--- src/rtl/core/assert_macros.svh ---
// Assertion macros shared by the decoder RTL files
`ifndef ASSERT_MACROS_SVH
`define ASSERT_MACROS_SVH

// Combinational property, checked at every clock edge outside reset
`define HTSD_ASSERT(lbl, prop, msg) \
    lbl: assert property (@(posedge i_clk) disable iff (!i_rst_n) (prop)) else $error(msg);

// Implication into the next cycle, checked outside reset
`define HTSD_ASSERT_NEXT(lbl, ante, cons, msg) \
    lbl: assert property (@(posedge i_clk) disable iff (!i_rst_n) (ante) |=> (cons)) \
        else $error(msg);

`endif

--- src/rtl/core/htsd_pkg.sv ---
// Types and constants of the Huffman tree string decoder
`default_nettype none

package htsd_pkg;

    // Command codes of an input word
    localparam logic CMD_LOAD   = 1'b0;
    localparam logic CMD_DECODE = 1'b1;

    // Node table markers
    localparam logic [7:0] NO_CHILD   = 8'hFF;
    localparam logic [7:0] TERMINATOR = 8'h7C;
    localparam logic [7:0] ROOT_RESET = 8'hFF;

    // Bits in one coded byte
    localparam logic [3:0] CODE_BITS = 4'd8;

    // One node table entry
    typedef struct packed {
        logic [7:0] chr;
        logic [7:0] left;
        logic [7:0] right;
    } t_node;

    // Controller states
    typedef enum logic [1:0] {
        S_IDLE,
        S_DESCEND,
        S_CHECK,
        S_FLUSH
    } t_state;

    // Commands from controller to datapath
    typedef struct packed {
        logic cfg_we;
        logic wr_entry;
        logic load_byte;
        logic descend;
        logic go_root;
        logic emit;
        logic flush;
    } t_dp_cmd;

    // Status from datapath to controller
    typedef struct packed {
        logic leaf;
        logic term;
        logic bits_done;
    } t_dp_sts;

endpackage

`default_nettype wire

--- src/rtl/core/htsd_ctrl.sv ---
// Controller state machine of the Huffman tree string decoder
`default_nettype none

`include "assert_macros.svh"

module htsd_ctrl
    import htsd_pkg::*;
(
    input  wire logic    i_clk,
    input  wire logic    i_rst_n,
    input  wire logic    start,
    input  wire logic    i_command,
    input  wire logic    i_cfg_valid,
    input  wire t_dp_sts i_sts,
    output logic         busy,
    output logic         o_cfg_ready,
    output t_dp_cmd      o_cmd
);

    t_state r_state;
    t_state n_state;
    logic   w_accept;

    assign w_accept = start && !busy;

    // State register
    always_ff @(posedge i_clk) begin
        if (!i_rst_n) begin
            r_state <= S_IDLE;
        end else begin
            r_state <= n_state;
        end
    end

    // Next state
    always_comb begin
        n_state = r_state;
        case (r_state)
            S_IDLE: begin
                if (w_accept && (i_command == CMD_DECODE)) begin
                    n_state = S_DESCEND;
                end
            end
            S_DESCEND: begin
                n_state = S_CHECK;
            end
            S_CHECK: begin
                if (i_sts.leaf) begin
                    if (i_sts.term || i_sts.bits_done) begin
                        n_state = S_FLUSH;
                    end else begin
                        n_state = S_DESCEND;
                    end
                end else if (i_sts.bits_done) begin
                    n_state = S_FLUSH;
                end
            end
            S_FLUSH: begin
                n_state = S_IDLE;
            end
            default: begin
                n_state = S_IDLE;
            end
        endcase
    end

    // Outputs and datapath commands
    always_comb begin
        busy        = (r_state != S_IDLE);
        o_cfg_ready = (r_state == S_IDLE);
        o_cmd       = '0;
        o_cmd.cfg_we = i_cfg_valid && (r_state == S_IDLE);
        case (r_state)
            S_IDLE: begin
                o_cmd.wr_entry  = start && (i_command == CMD_LOAD);
                o_cmd.load_byte = start && (i_command == CMD_DECODE);
            end
            S_DESCEND: begin
                o_cmd.descend = 1'b1;
            end
            S_CHECK: begin
                if (i_sts.leaf) begin
                    o_cmd.emit    = 1'b1;
                    o_cmd.go_root = 1'b1;
                end else if (!i_sts.bits_done) begin
                    o_cmd.descend = 1'b1;
                end
            end
            S_FLUSH: begin
                o_cmd.flush = 1'b1;
            end
            default: begin
                o_cmd = '0;
            end
        endcase
    end

    // A decode word always starts the walk with a descend step
    `HTSD_ASSERT_NEXT(a_decode_starts, w_accept && (i_command == CMD_DECODE),
        r_state == S_DESCEND, "decode word did not start a walk")
    // The block only goes idle after flushing the pending result
    `HTSD_ASSERT_NEXT(a_idle_after_flush, busy && (n_state == S_IDLE),
        $past(r_state) == S_FLUSH, "walk ended without a flush")
    // A leaf step always returns the walk to the root
    `HTSD_ASSERT(a_leaf_goes_root, !o_cmd.emit || o_cmd.go_root,
        "leaf emitted without returning to root")

endmodule

`default_nettype wire

--- config.mk ---
export PLATFORM = sky130hd
export DESIGN_NAME = htsd_ctrl
export DESIGN_NICKNAME = d
export VERILOG_FILES = /design/src/rtl/core/htsd_pkg.sv /design/src/rtl/core/htsd_ctrl.sv
export VERILOG_INCLUDE_DIRS = /design/src /design/src/rtl/core
export SDC_FILE = /design/constraint.sdc
export NUM_CORES = 1
export LEC_CHECK = 0
export BUFFER_PORTS_ARGS = -buffer_cell sky130_fd_sc_hd__buf_2
export CORE_AREA = 3 3 40 42
export DETAILED_ROUTE_END_ITERATION = 10
export DIE_AREA = 0 0 43 45
export HOLD_SLACK_MARGIN = 0.06
export PLACE_DENSITY_LB_ADDON = 0.08
export SLEW_MARGIN = 20
export SYNTH_ARGS = -nofsm -noshare
export SYNTH_HDL_FRONTEND = slang
export SYNTH_SLANG_ARGS = --single-unit
--- constraint.sdc ---
create_clock -name i_clk -period 2.85 [get_ports i_clk]
set_input_delay 0.57 -clock i_clk [delete_from_list [all_inputs] [get_ports i_clk]]
set_output_delay 0.57 -clock i_clk [all_outputs]
set_load 0.05 [all_outputs]
==> flow_metrics.env <==
export IMPL_yosys_warnings=0
export IMPL_grt_max_degree=9
export IMPL_design_die_area_um2=1935
export IMPL_cp_start_kind="register"
export IMPL_arrival_ps=1590
export IMPL_dr_first_iter_drc_count=5
export IMPL_rsz0062_at_grt="false"
export IMPL_num_antenna_cells=0
export IMPL_path_buf_inv=2
export IMPL_largest_reg_flops=2
export IMPL_h_tree_depth=1
export IMPL_tns_ps=0
export IMPL_cts_hold_buffers_added=0
export IMPL_tightest_slew_ps=338.7
export IMPL_synthDistinctLibCells=18
export IMPL_fin_crit_sh_pct=75.94
export IMPL_critPathMaxFanout=4
export IMPL_overflow=0
export IMPL_p_int_mw=0.1437
export IMPL_powerDensity_nw_per_um2=1048
export IMPL_design_area_um2=319.1
export IMPL_grt_usage_pct=6.650
export IMPL_drt_wirelength_per_cell_um=8.966
export IMPL_cp_cell_sequence="inv_1 > ha_1 > nor3b_1 > o21a_1 > buf_2"
export IMPL_cts_resized=0
export IMPL_ir_worst_vdd_mv=0.2716
export IMPL_reg2reg_slack_ps=1510
export IMPL_cts_sinks=2
export IMPL_cts_clk_slew_worst_paths_ps=30
export IMPL_p_sw_mw=0.1907
export IMPL_cts_tree="done"
export IMPL_nets=58
export IMPL_core_um2=1285
export IMPL_area_growth_syn_to_layout_pct=55.49
export IMPL_wl_um=529
export IMPL_seq_area_frac_synth_pct=19.51
export IMPL_cp_top_family="buffers and inverters"
export IMPL_syn_area_per_cell_um2=7.892
export IMPL_slew_headroom_pct=77.37
export IMPL_regMostFlops="r_state"
export IMPL_port_buffers=16
export IMPL_fillers=145
export IMPL_clockBufferDepth=2
export IMPL_worstSkewPairLatency_ps=220
export IMPL_crit_type="reg -> out"
export IMPL_setup_violations=0
export IMPL_status="finished, final reports clean"
export IMPL_gp_congestion=0.6932
export IMPL_ant_nets=0
export IMPL_seq_area_um2=40.04
export IMPL_io_pins=17
export IMPL_syn_area_um2=205.2
export IMPL_hold_viol_final=0
export IMPL_critPathCaptureType="primary output"
export IMPL_grt_pass1_wl_um=945
export IMPL_swShare_pct=57.03
export IMPL_numCtsBuffers=3
export IMPL_vias=242
export IMPL_first_global_vias=252
export IMPL_drive_gt1_share_pct=45.45
export IMPL_die_y_um=45
export IMPL_antenna_found_initial=0
export IMPL_start_util_pct=15.97
export IMPL_combinationalPowerShare_pct=68.3
export IMPL_syn_nets=38
export IMPL_required_ps=2280
export IMPL_fin_crit_ps=2164
export IMPL_top_regs="r_state: 2 flops"
export IMPL_first_pass_iters=4
export IMPL_crit_slowest_cell="nor3b_1"
export IMPL_seqPwrFrac_pct=13.7
export IMPL_cts_root_buf="clkbuf_4"
export IMPL_ys_seq_elements=2
export IMPL_cts_setup_buffers=0
export IMPL_final_common_cell="buf_2"
export IMPL_pwr_share_clk_pct=18.0
export IMPL_synthCells=26
export IMPL_critPathMaxStageDelay_ps=330
export IMPL_fmax_ghz=0.4620
export IMPL_skew_ps=0.1851
export IMPL_min_path_type="reg -> reg"
export IMPL_drcViolationCount=0
export IMPL_maxCapViolCount=0
export IMPL_rows=13
export IMPL_drv_slew=0
export IMPL_multiInputGateArea_um2=146.4
export IMPL_die_w_um=43
export IMPL_viasPerCell=4.102
export IMPL_placed_area_um2=296.5
export IMPL_leakagePower_nw=0.1838
export IMPL_mostFrequentLayoutCells="buf_2, ha_1, inv_1, nand2_1, clkbuf_4"
-- final timing paths --
path / startpoint / to / cells past startpoint
setup reg to reg: r_state[0] / r_state[1] / 5
hold / removal: r_state[1] / r_state[1] / 2
setup / recovery: r_state[0] / o_cmd[3] / 5
hold reg to reg: r_state[1] / r_state[1] / 2
-- cell type report --
type	count	share of cell area, %
inverters	3	3.529
multi-input cells	20	45.88
flip-flops and latches	2	12.55
clock buffers	3	7.059
repair buffers	16	25.10
well taps	15	5.882
-- cells in the mapped netlist --
master    n  area, µm²
inv_1     3      11.26
o21ai_0   1      5.000
and2_2    1      7.510
o22ai_1   1      6.260
and3_1    1      6.260
nor3b_1   1      7.510
or3b_1    1      8.760
a221oi_1  1      8.760
dfxtp_1   2      40.04
nand3_1   1      5.000
and2_1    1      6.260
o21a_1    1      7.510
a21o_1    1      7.510
a21oi_1   1      5.000
buf_4     1      7.510
ha_1      4      50.05
nor2_1    1      3.750
nand2_1   3      11.26
-- metal layers --
metal  routed length (µm)  GRT usage, %
met1                  199         6.954
met4                    0         7.229
met3                   57         1.594
met5                    0             0
met2                  273         10.48
-- tightest hold or removal path, stage by stage (launching register included) --
cell and delay (ps):
dfxtp_1 320, nand2_1 60, o22ai_1 60
-- power by group through the flow --
stage	clock, mW	sequential, mW	combinational, mW
6_report	0.0603	0.0458	0.228
3_3_place_gp	0	0.0470	0.229
3_5_place_dp	0	0.0466	0.232
4_1_cts	0.0657	0.0462	0.232
5_1_grt	0.0702	0.0491	0.246
2_1_floorplan	0	0.0447	0.187
-- kinds of logic (layout without fill, tap and decap cells) --
group                    count (synthesis)  count (layout)  share of synthesized area, %
flip-flops                               2               2                         19.51
AO/OA/AOI/OAI                            6               6                         19.51
adder cells (fa/ha/maj)                  4               4                         24.39
buffers and inverters                    4              22                         9.147
AND/OR/NAND/NOR                         10              10                         27.44
-- metrics by stage --
step	total power, mW	util [%]	hold slack (ps)	instances	setup slack [ps]
final	0.3345	24.83	509.4	59	685.7
after floorplan	0.2315	-	479.0	26	555.3
after CTS	0.3440	24.83	516.3	59	637.4
after global routing	0.3654	24.83	570.7	59	497.4
after global placement	0.2764	23.08	514.9	56	855.6
after detailed placement	0.2789	23.08	512.2	56	851.1
Note: power is estimated with default switching activity, not from simulation.
